--- src/sv/mrw_pkg.sv ---
// Package with shared types and constants for the Miller-Rabin witness round.
`timescale 1ns / 1ps
`default_nettype none
package mrw_pkg;
    localparam int WORD_BITS = 64;
    localparam int SHIFT_BITS = $clog2(WORD_BITS);

    typedef logic [WORD_BITS-1:0] word_t;

    // Datapath operation codes issued by the controller.
    typedef enum logic [2:0] {
        OP_NONE  = 3'd0,
        OP_LOAD  = 3'd1,
        OP_SHIFT = 3'd2,
        OP_MUL_R = 3'd3,
        OP_MUL_B = 3'd4,
        OP_MUL_X = 3'd5
    } op_t;

    typedef struct packed {
        op_t  op;
        logic start;
    } cmd_t;

    typedef struct packed {
        logic busy;
        logic d_odd;
        logic d_zero;
        logic s_zero;
        logic small_done;
        logic small_res;
        logic x_one;
        logic x_triv;
    } stat_t;
endpackage
`default_nettype wire

--- src/sv/mrw_datapath.sv ---
// Datapath: operand registers and a bit-serial modular multiplier.
`timescale 1ns / 1ps
`default_nettype none
module mrw_datapath (
    input  wire logic           aclk,
    input  wire logic           aresetn,
    input  wire mrw_pkg::word_t cand,
    input  wire mrw_pkg::word_t base,
    input  wire mrw_pkg::cmd_t  cmd,
    output mrw_pkg::stat_t      stat
);
    import mrw_pkg::*;

    localparam logic [SHIFT_BITS:0] CNT_ONE = (SHIFT_BITS+1)'(1);

    word_t n_reg, b_reg, d_reg, r_reg, x_reg;
    word_t acc_reg, mx_reg, my_reg;
    logic [SHIFT_BITS:0] s_reg, cnt_reg;
    logic busy_reg;
    op_t dst_reg;
    logic red_reg;

    // Modular add helpers, computed one bit higher to avoid overflow.
    logic [WORD_BITS:0] dbl, dbl_r, ad, ad_r;
    word_t acc2, acc3;
    always_comb begin
        dbl = {acc_reg, 1'b0};
        dbl_r = dbl - {1'b0, n_reg};
        acc2 = dbl_r[WORD_BITS] ? acc_reg << 1 : dbl_r[WORD_BITS-1:0];
        ad = {1'b0, acc2} + {1'b0, mx_reg};
        ad_r = ad - {1'b0, n_reg};
        acc3 = my_reg[WORD_BITS-1] ? (ad_r[WORD_BITS] ? ad[WORD_BITS-1:0] :
                                      ad_r[WORD_BITS-1:0]) : acc2;
    end

    // Base reduction: shift one base bit into the remainder per cycle.
    logic [WORD_BITS+1:0] rb, rb_r;
    word_t rb_next;
    always_comb begin
        rb = {1'b0, acc_reg, b_reg[WORD_BITS-1]};
        rb_r = rb - {2'b00, n_reg};
        rb_next = rb_r[WORD_BITS+1] ? rb[WORD_BITS-1:0] : rb_r[WORD_BITS-1:0];
    end

    always_ff @(posedge aclk) begin
        if (!aresetn) begin
            busy_reg <= 1'b0;
        end else if (cmd.start) begin
            unique case (cmd.op)
                OP_LOAD: begin
                    n_reg <= cand;
                    d_reg <= cand - word_t'(1);
                    s_reg <= '0;
                    r_reg <= word_t'(1);
                    b_reg <= base;
                    acc_reg <= '0;
                    cnt_reg <= (SHIFT_BITS+1)'(WORD_BITS);
                    red_reg <= 1'b1;
                    busy_reg <= 1'b1;
                end
                OP_SHIFT: begin
                    d_reg <= d_reg >> 1;
                    s_reg <= s_reg + CNT_ONE;
                end
                OP_MUL_R, OP_MUL_B, OP_MUL_X: begin
                    mx_reg <= (cmd.op == OP_MUL_R) ? r_reg : (cmd.op == OP_MUL_B) ? b_reg : x_reg;
                    my_reg <= (cmd.op == OP_MUL_R) ? b_reg : (cmd.op == OP_MUL_B) ? b_reg : x_reg;
                    acc_reg <= '0;
                    dst_reg <= cmd.op;
                    cnt_reg <= (SHIFT_BITS+1)'(WORD_BITS);
                    busy_reg <= 1'b1;
                    if (cmd.op == OP_MUL_B) d_reg <= d_reg >> 1;
                    if (cmd.op == OP_MUL_X) s_reg <= s_reg - CNT_ONE;
                end
                default: ;
            endcase
        end else if (busy_reg) begin
            if (red_reg) begin
                // Reduce base modulo n, shifting its bits in MSB first.
                acc_reg <= rb_next;
                cnt_reg <= cnt_reg - CNT_ONE;
                if (cnt_reg == CNT_ONE) begin
                    red_reg <= 1'b0;
                    busy_reg <= 1'b0;
                    b_reg <= rb_next;
                end else begin
                    b_reg <= b_reg << 1;
                end
            end else begin
                acc_reg <= acc3;
                my_reg <= my_reg << 1;
                cnt_reg <= cnt_reg - CNT_ONE;
                if (cnt_reg == CNT_ONE) begin
                    busy_reg <= 1'b0;
                    unique case (dst_reg)
                        OP_MUL_R: r_reg <= acc3;
                        OP_MUL_B: b_reg <= acc3;
                        default:  x_reg <= acc3;
                    endcase
                end
            end
        end else if (cmd.op == OP_NONE && dst_reg == OP_MUL_B && d_reg == '0) begin
            x_reg <= r_reg;
            dst_reg <= OP_NONE;
        end
    end

    always_comb begin
        stat.busy = busy_reg;
        stat.d_odd = d_reg[0];
        stat.d_zero = (d_reg == '0);
        stat.s_zero = (s_reg == '0);
        stat.small_done = (n_reg < word_t'(2)) || !n_reg[0] || n_reg == word_t'(3)
                          || n_reg == word_t'(5);
        stat.small_res = (n_reg == word_t'(2)) || n_reg == word_t'(3) || n_reg == word_t'(5);
        stat.x_one = (x_reg == word_t'(1));
        stat.x_triv = (x_reg == word_t'(1)) || (x_reg == n_reg - word_t'(1));
    end
endmodule
`default_nettype wire

--- src/sv/mrw_ctrl.sv ---
// Controller state machine that sequences the witness round.
`timescale 1ns / 1ps
`default_nettype none
module mrw_ctrl (
    input  wire logic          aclk,
    input  wire logic          aresetn,
    input  wire logic          s_valid,
    output logic               s_ready,
    output logic               m_valid,
    input  wire logic          m_ready,
    output logic               m_probably_prime,
    input  wire mrw_pkg::stat_t stat,
    output mrw_pkg::cmd_t      cmd
);
    import mrw_pkg::*;

    typedef enum logic [7:0] {
        ST_IDLE  = 8'b00000001,
        ST_RED   = 8'b00000010,
        ST_SPLIT = 8'b00000100,
        ST_POW   = 8'b00001000,
        ST_PWAIT = 8'b00010000,
        ST_SQ    = 8'b00100000,
        ST_SWAIT = 8'b01000000,
        ST_OUT   = 8'b10000000
    } state_t;

    state_t state_reg, state_next;
    logic res_reg, res_next, triv_reg, triv_next, rmul_reg, rmul_next;

    always_comb begin
        state_next = state_reg;
        res_next = res_reg;
        triv_next = triv_reg;
        rmul_next = rmul_reg;
        cmd = '{op: OP_NONE, start: 1'b0};
        s_ready = (state_reg == ST_IDLE);
        m_valid = (state_reg == ST_OUT);
        m_probably_prime = res_reg;
        unique case (state_reg)
            ST_IDLE: if (s_valid) begin
                cmd = '{op: OP_LOAD, start: 1'b1};
                state_next = ST_RED;
            end
            ST_RED: if (!stat.busy) begin
                if (stat.small_done) begin
                    res_next = stat.small_res;
                    state_next = ST_OUT;
                end else state_next = ST_SPLIT;
            end
            ST_SPLIT: begin
                if (stat.d_odd) state_next = ST_POW;
                else cmd = '{op: OP_SHIFT, start: 1'b1};
                rmul_next = 1'b1;
            end
            ST_POW: begin
                // Multiply result by base when the bit is set, then square base.
                if (stat.d_zero) begin
                    state_next = ST_SQ;
                    res_next = 1'b0;
                end else if (rmul_reg && stat.d_odd) begin
                    cmd = '{op: OP_MUL_R, start: 1'b1};
                    rmul_next = 1'b0;
                    state_next = ST_PWAIT;
                end else begin
                    cmd = '{op: OP_MUL_B, start: 1'b1};
                    rmul_next = 1'b1;
                    state_next = ST_PWAIT;
                end
            end
            ST_PWAIT: if (!stat.busy) state_next = ST_POW;
            ST_SQ: begin
                if (stat.s_zero) begin
                    res_next = stat.x_one;
                    state_next = ST_OUT;
                end else begin
                    triv_next = stat.x_triv;
                    cmd = '{op: OP_MUL_X, start: 1'b1};
                    state_next = ST_SWAIT;
                end
            end
            ST_SWAIT: if (!stat.busy) begin
                if (stat.x_one && !triv_reg) begin
                    res_next = 1'b0;
                    state_next = ST_OUT;
                end else state_next = ST_SQ;
            end
            ST_OUT: if (m_ready) state_next = ST_IDLE;
            default: state_next = ST_IDLE;
        endcase
    end

    always_ff @(posedge aclk) begin
        if (!aresetn) begin
            state_reg <= ST_IDLE;
        end else begin
            state_reg <= state_next;
        end
        res_reg <= res_next;
        triv_reg <= triv_next;
        rmul_reg <= rmul_next;
    end
endmodule
`default_nettype wire

--- src/sv/miller_rabin_witness_round.sv ---
// Top level of the Miller-Rabin witness round.
`timescale 1ns / 1ps
`default_nettype none
// One request at a time: a candidate and base go in, one probable-prime flag
// comes out. Small and even candidates settle after the base reduction.
// Otherwise the time is set by the bit-serial modular multiplier, which runs
// one product per bit of d, one per set bit of d and one per squaring step.
module miller_rabin_witness_round (
    input  wire logic        aclk,
    input  wire logic        aresetn,
    input  wire logic        s_valid,
    output logic             s_ready,
    input  wire logic [63:0] s_candidate,
    input  wire logic [63:0] s_witness_base,
    output logic             m_valid,
    input  wire logic        m_ready,
    output logic             m_probably_prime
);
    import mrw_pkg::*;

    cmd_t  cmd;
    stat_t stat;

    mrw_ctrl u_ctrl (
        .aclk, .aresetn, .s_valid, .s_ready, .m_valid, .m_ready,
        .m_probably_prime, .stat, .cmd
    );

    mrw_datapath u_dp (
        .aclk, .aresetn,
        .cand(s_candidate[WORD_BITS-1:0]),
        .base(s_witness_base[WORD_BITS-1:0]),
        .cmd, .stat
    );
endmodule
`default_nettype wire

--- config.mk ---
export PLATFORM = sky130hd
export DESIGN_NAME = miller_rabin_witness_round
export DESIGN_NICKNAME = d
export VERILOG_FILES = /design/src/sv/mrw_pkg.sv /design/src/sv/mrw_datapath.sv /design/src/sv/mrw_ctrl.sv /design/src/sv/miller_rabin_witness_round.sv
export SDC_FILE = /design/constraint.sdc
export NUM_CORES = 2
export LEC_CHECK = 0
export BUFFER_PORTS_ARGS = -buffer_cell sky130_fd_sc_hd__buf_2
export CORE_MARGIN = 5
export CORE_UTILIZATION = 29
export CTS_BUF_LIST = sky130_fd_sc_hd__clkbuf_8
export DETAILED_ROUTE_END_ITERATION = 8
export SYNTH_ARGS = -nofsm -noshare
export SYNTH_HDL_FRONTEND = slang
export SYNTH_SLANG_ARGS = --single-unit
--- constraint.sdc ---
create_clock -name aclk -period 10.5 [get_ports aclk]
set_clock_uncertainty 0.05 [all_clocks]
set_input_delay 1.575 -clock aclk [delete_from_list [all_inputs] [get_ports aclk]]
set_output_delay 1.575 -clock aclk [all_outputs]
set_load 0.03 [all_outputs]
After elaboration in Yosys (flattened, before gate mapping)
Index checks and enable logic that the tools add are counted.
W data, S select, Z words.
{ "op_classes": {"addsub": 9, "n_mul": 0, "div": 0, "order_cmp": 1, "eq_ne": 42, "shifts": 0, "mux": 79, "bitwise_logic": 2, "n_reduce_logical": 43} }
{ "op_table": {"columns": ["cell", "n"], "rows": [
  ["$mux W64", 34],
  ["$pmux W64 S3", 1],
  ["$sub A65 B64 Y65", 2],
  ["$eq A64 B2 Y1 const B", 2],
  ["$sub A64 B1 Y64 const B", 2],
  ["$mux W8", 9],
  ["$sub A65 B64 Y66", 1],
  ["$add A64 B64 Y65", 1],
  ["$eq A64 B1 Y1 const B", 1],
  ["$eq A64 B3 Y1 const B", 1],
  ["$eq A64 B64 Y1", 1],
  ["$logic_not A64 Y1", 1],
  ["$lt A64 B2 Y1 const B", 1],
  ["$pmux W8 S8", 1],
  ["$mux W7", 4],
  ["$ne A2 B2 Y1 const B", 14],
  ["$pmux W7 S3", 1],
  ["$reduce_and A6 Y1", 3],
  ["$mux W1", 16],
  ["$pmux W4 S4", 1],
  ["$reduce_and A4 Y1", 4],
  ["$mux W3", 5],
  ["$ne A2 B1 Y1 const B", 7],
  ["$sub A7 B1 Y7 const B", 2],
  ["other kinds (34)", 61]
]} }
{ "word_totals": {"register_bits": 542, "latch_bits": 0, "ram_bits": 0, "romBits": 0, "input_bits": 132, "out_inout_bits": 3, "elab_cells": 193, "mem_count": 0} }

Depth between registers and ports, before layout
{ "depth": {"ltp_word": 11, "ltp_mapped": 42, "mapped_depth_nobuf": 35} }

Cells and area by module
From an unflattened synthesis, not the netlist that was laid out.
{ "hier_totals": {"cells_unflattened": 5224, "area_unflattened_um2": 45531.2} }
{ "modules_own_cells": {"columns": ["module", "instances", "cells_per_inst", "area_each_um2", "seq_area_each_um2"], "rows": [
  ["mrw_datapath", 1, 5131, 44745.4, 15935.3],
  ["mrw_ctrl", 1, 93, 785.8, 250.2]
]} }

Worst setup path before layout
Ideal clock, no wire load.
{ "synth_path": {"path_kind": "register to register", "start": "register u_dp.n_reg[0]", "end": "register u_dp.b_reg[26], data pin", "setup_time_ns": 0.261, "t_arrival_ns": 8.393, "required_time_ns": 10.189, "setup_slack_ns": 1.796, "stages_incl_launch_ff": 38, "path_buffers": 4, "period_less_slack_ns": 8.704, "path_cell_list": "edfxtp_1 > fa_1 > nand2b_1 > a2111oi_0 > nor2_1 > o21ai_1 > a41oi_1 > a211oi_1 > a311o_1 > buf_2 > buf_2 > buf_2 > nand2_1 > inv_1 > ha_1 > inv_1 > fa_1 > nand2b_1 > [... 2 more ...] > a2111oi_0 > o41ai_1 > o21ai_0 > or4_1 > o211ai_1 > ha_1 > clkbuf_1 > nand2_1 > nor2_1 > nand2_1 > nor3_1 > nand2_1 > o21a_1 > o41ai_4 > xnor2_2 > mux2_1 > mux2_2 > a221o_1"} }
{ "synth_via": {"elab_chain_cells": 11, "elab_cells_between_ends": 14, "classes_between": "add/sub: 4; mux: 10"} }
{ "synth_rtl": {"columns": ["element", "line_no", "text"], "rows": [
  ["from (decl)", "mrw_datapath.sv:16", "word_t n_reg, b_reg, d_reg, r_reg, x_reg;"],
  ["from (signal assigned)", "mrw_datapath.sv:51", "n_reg <= cand;"],
  ["$sub A65 B64 Y65", "mrw_datapath.sv:28", "dbl_r = dbl - {1'b0, n_reg};"],
  ["$mux W64", "mrw_datapath.sv:29", "acc2 = dbl_r[WORD_BITS] ? acc_reg << 1 : dbl_r[WORD_BITS-1:0];"],
  ["$add A64 B64 Y65", "mrw_datapath.sv:30", "ad = {1'b0, acc2} + {1'b0, mx_reg};"],
  ["$sub A65 B64 Y65", "mrw_datapath.sv:31", "ad_r = ad - {1'b0, n_reg};"],
  ["$mux W64 (2 in series)", "mrw_datapath.sv:32", "acc3 = my_reg[WORD_BITS-1] ? (ad_r[WORD_BITS] ? ad[WORD_BITS-1:0] :"],
  ["$mux W64", "mrw_datapath.sv:95", "unique case (dst_reg)"],
  ["$mux W64", "mrw_datapath.sv:93", "if (cnt_reg == CNT_ONE) begin"],
  ["$mux W64 (*)", "mrw_datapath.sv:78", "if (red_reg) begin"],
  ["$mux W64 (*)", "mrw_datapath.sv:77", "end else if (busy_reg) begin"],
  ["$mux W64 (*)", "mrw_datapath.sv:48", "end else if (cmd.start) begin"],
  ["to (signal assigned)", "mrw_datapath.sv:55", "b_reg <= base;"],
  ["to (signal assigned)", "mrw_datapath.sv:85", "b_reg <= rb_next;"],
  ["to (signal assigned)", "mrw_datapath.sv:87", "b_reg <= b_reg << 1;"],
  ["to (decl)", "mrw_datapath.sv:16", null]
]} }
Every way passes the cells marked *; elsewhere a longest branch is shown, timed or not. The select of a mux whose other input is x is not followed.
A chain may end at the register's enable or synchronous reset.

Worst setup path in the final report
{ "layout_path": {"start": "register u_dp.acc_reg[0]", "end": "register u_dp.b_reg[30], data pin"} }
{ "layout_via": {"elab_chain_cells": 11, "elab_cells_between_ends": 14, "classes_between": "add/sub: 4; mux: 10"} }
{ "layout_rtl": {"columns": ["element", "line_no", "text"], "rows": [
  ["from (decl)", "mrw_datapath.sv:17", "word_t acc_reg, mx_reg, my_reg;"],
  ["from (signal assigned)", "mrw_datapath.sv:80", "acc_reg <= rb_next;"],
  ["$sub A65 B64 Y65", "mrw_datapath.sv:28", null],
  ["$mux W64", "mrw_datapath.sv:29", null],
  ["$add A64 B64 Y65", "mrw_datapath.sv:30", null],
  ["$sub A65 B64 Y65", "mrw_datapath.sv:31", null],
  ["$mux W64 (2 in series)", "mrw_datapath.sv:32", null],
  ["$mux W64", "mrw_datapath.sv:95", null],
  ["$mux W64", "mrw_datapath.sv:93", null],
  ["$mux W64 (*)", "mrw_datapath.sv:78", null],
  ["$mux W64 (*)", "mrw_datapath.sv:77", null],
  ["$mux W64 (*)", "mrw_datapath.sv:48", null]
]} }
Marks and branches as above.

==> summary.md <==
| Metric | Value |
|---|---|
| GP Congestion | 1.04 |
| Area of the mapped netlist | around 44000 um^2 |
| Async SR Flop Fraction | 0% |
| Post-synth EDFFs | ~530 |
| Reg2Reg Setup Slack | 0.22 ns |
| Type of destination of the critical path | flop |
| Drt initial violations | roughly 5200 |
| Vias in the first global route | about 43000 |
| Highest cell delay on the worst timing path | between 0.4 and 0.5 ns |
| Die Area | roughly 160000 um^2 |
| Starting density of the core | 29.1% |
| I/O pins | 135 |
| Reg-to-Reg End | u_dp.b_reg[30] |
| Max Cap Violations | 0 |
| Highest-delay cell along the critical path | a2111oi_4 |
| # H-tree levels | 3 |
| Fmax | 97.3 MHz |
| Worst Setup Start Kind | flop |
| First-pass GRT wire length | about 320 mm |
| DIE WIDTH | approximately 400 um |
| Hold path endpoint | u_dp.d_reg[29] |
| Largest net degree at the start of global routing | approximately 130 |
| Finished layout cell area | ~54000 um^2 |
| Post-DRT Antenna Nets | 0 |
| Root Buffer | clkbuf_8 |
| Min Tclk post-route | roughly 10 ns |
| Die Ht | approximately 400 um |
| Crit Path Class | flop to flop |
| Vias | between 40000 and 50000 |
| Area grow syn2layout | 23.3% |
| Worst-path fanout max | 19 |
| Crit path from | u_dp.acc_reg[0] |
| Crit path arrival time | around 11 ns |
| Later-pin clock latency in the skew report | ~0.8 ns |
| Worst path required time | 10.95 ns |
| Synth Warn # | 0 |
| Hpwl dp | 190 mm |
| Mapped Cells | 5177 |
| Status | complete, no violations |
| Sequential share of the synthesized area | 36.7% |
| Final wirelength | roughly 230 mm |
| HP Class | flop to flop |
| Max Root-Sink Buffers | 3 |
| Hold Crit Depth | 2 |
| Num Clock Sinks | roughly 540 |
| Num CTS Buffers | roughly 100 |
| Clock transition at the registers of the reported paths | approximately 0.060 ns |
| Max-slew headroom | between 20% and 30% |
| Endpoints failing setup | 0 |
| GRT Util Overall | around 28% |
| CTS tree | yes |
| Synth Flop Type | edfxtp_1 |
| Fin nets | between 6000 and 7000 |
| Final Cycle Share | a little over nine tenths |
| Total global routing overflow | 0 |
| Placed Area | ~52000 um^2 |
| Number of antenna violations at the first check in global routing | 27 |
| Layout cells sized above 1 | about a fifth |
| Synthesis-stage register bit count | 542 |
| Row cnt | ~140 |
| WL per Instance | slightly below 30 um |
| DRC | 0 |
| Worst slew pin tran | 1.18 ns |
| Synth cell types | between 90 and 100 |
| Hold Violations, Final | 0 |
| Worst reg-to-reg path cell count | 43 |
| Vias per inst | roughly 5.7 |
| CTS Hold Buffers Added | 0 |
| Layout Utilization | between 30% and 40% |
| CP dominant cell by count | buf_4 |
| Mapped Nets | approximately 5500 |
| Final Slew Violations | 0 |
| Worst hold slack | 0.505 ns |
| PortBufs | about 130 |
| Hold Crit Start | u_dp.d_reg[30] |
| Core area | 152000 um^2 |
| Detailed Routing Iterations Pass 1 | 8 |
| Syn Area/Cell | around 8.5 um^2 |
| Reg-to-reg critical path startpoint | u_dp.acc_reg[0] |
==> cell type report <==
| cell class | instances | area [um^2] |
|---|---|---|
| clock inverter | 73 | 576 |
| multi-input combinational | 4165 | 26500 |
| antenna | 13 | 32.5 |
| sequential | 542 | 16200 |
| tap | 2030 | 2540 |
| timing repair buffer | 878 | 6370 |
| clock buffer | 107 | 1470 |
| inverter | 177 | 669 |
| fill | 15800 | 97200 |
==> worst max path at each step <==
stage | end | slack [ns] | cells after the start
finish | u_dp.b_reg[30] | 0.22 | 43
global route | u_dp.acc_reg[25] | -0.05 | 46
CTS | u_dp.acc_reg[24] | 0.009 | 42
detailed placement | u_dp.b_reg[34] | -1.40 | 39
global placement | u_dp.acc_reg[25] | -1.39 | 44
floorplan | u_dp.b_reg[26] | 1.80 | 37
==> per-stage QoR <==
stage               std cells  setup TNS, ns  setup slack, ns
global placement         7786        -305.85            -1.39
global route             7977         -0.424          -0.0471
finish                   7985              0            0.218
detailed placement       7786        -312.40            -1.40
CTS                      7969              0          0.00911
floorplan                5177              0             1.80
==> what timing repair did <==
action                                  CTS  global route
buffers inserted                          3             3
gates resized for setup                  20            52
pin swaps                                 4            10
endpoints found under the setup margin  256           256
cloned                                    0             0
==> placed cells by master, fill, tap and decap left out, types with 35 or more instances in the layout <==
cell type / netlist / final
nor2_1: 491 / 485
ha_1: 204 / 199
nor3_1: 112 / 108
mux2_2: 56 / 56
nand3_1: 86 / 84
o21ai_0: 395 / 377
inv_1: 177 / 194
o21ai_1: 101 / 112
a31oi_1: 114 / 114
buf_4: 8 / 734
xor2_1: 158 / 157
nand2_1: 688 / 684
edfxtp_1: 533 / 533
a21o_1: 76 / 76
nor4_1: 78 / 75
xnor2_1: 239 / 236
clkbuf_8: 0 / 107
mux2i_1: 193 / 190
buf_2: 36 / 134
or3_1: 36 / 35
o21a_1: 43 / 42
a211oi_1: 80 / 77
a21oi_1: 449 / 441
nand4_1: 113 / 113
==> synth_stat cells, types with 9 or more instances <==
library cell / count / area [um^2]
nand4_1: 113 / 707
or2_2: 17 / 106
ha_1: 204 / 2550
and3_1: 31 / 194
mux2i_1: 193 / 1930
a211o_1: 11 / 96.3
nand2_1: 688 / 2580
or3_1: 36 / 225
a21o_1: 76 / 571
o22ai_1: 22 / 138
o31ai_1: 23 / 173
a31oi_1: 114 / 713
mux2_2: 56 / 631
o21ai_0: 395 / 1980
nand2b_1: 20 / 125
clkbuf_1: 234 / 878
o221ai_1: 9 / 78.8
nor2b_1: 19 / 119
a2111oi_0: 12 / 105
o21a_1: 43 / 323
and2_1: 29 / 181
a221o_1: 9 / 90.1
nor3_1: 112 / 561
xnor2_1: 239 / 2090
a21oi_1: 449 / 2250
a211oi_1: 80 / 601
o21ai_1: 101 / 505
buf_2: 36 / 180
inv_1: 177 / 664
dfxtp_1: 9 / 180
a21boi_0: 16 / 120
nand3b_1: 9 / 67.6
nor2_1: 491 / 1840
edfxtp_1: 533 / 16000
nor4_1: 78 / 488
nand3_1: 86 / 430
o211ai_1: 34 / 255
buf_1: 14 / 52.6
o21bai_1: 25 / 188
xor2_1: 158 / 1380
==> routing by layer <==
metal / wire [um] / vias to the layer above / track usage (%) / part of all wire (%)
met1: 105000 / 22300 / 40.5 / 45
met2: 98200 / 2262 / 42.3 / 42
met3: 20300 / 350 / 4.82 / 8.7
met4: 9880 / 14 / 10.8 / 4.2
met5: 90 / - / 0 / 0.039
li1: - / 20500 / - / -
==> worst max-delay path, delay by kind of cell (launching register included) <==
family,cells,cell delay [ns]
AO/OA/AOI/OAI,18,4.28
buffers and inverters,15,2.41
multiplexers,2,0.78
flip-flops,1,0.35
XOR/XNOR,2,0.41
AND/OR/NAND/NOR,3,0.54
adder cells (fa/ha/maj),3,1.05
==> kinds of logic after synthesis <==
logic type	Yosys count	share of synthesized area [%]
fa+ha+maj	209	6.02
mux	257	6.02
compound gates	1523	20.8
flops	542	36.7
xor+xnor	398	7.93
simple gates	1778	18.3
buf+inv	470	4.19
Power is not shown: default switching activity piles up to over one toggle a cycle in this logic, so the estimate is an artifact.
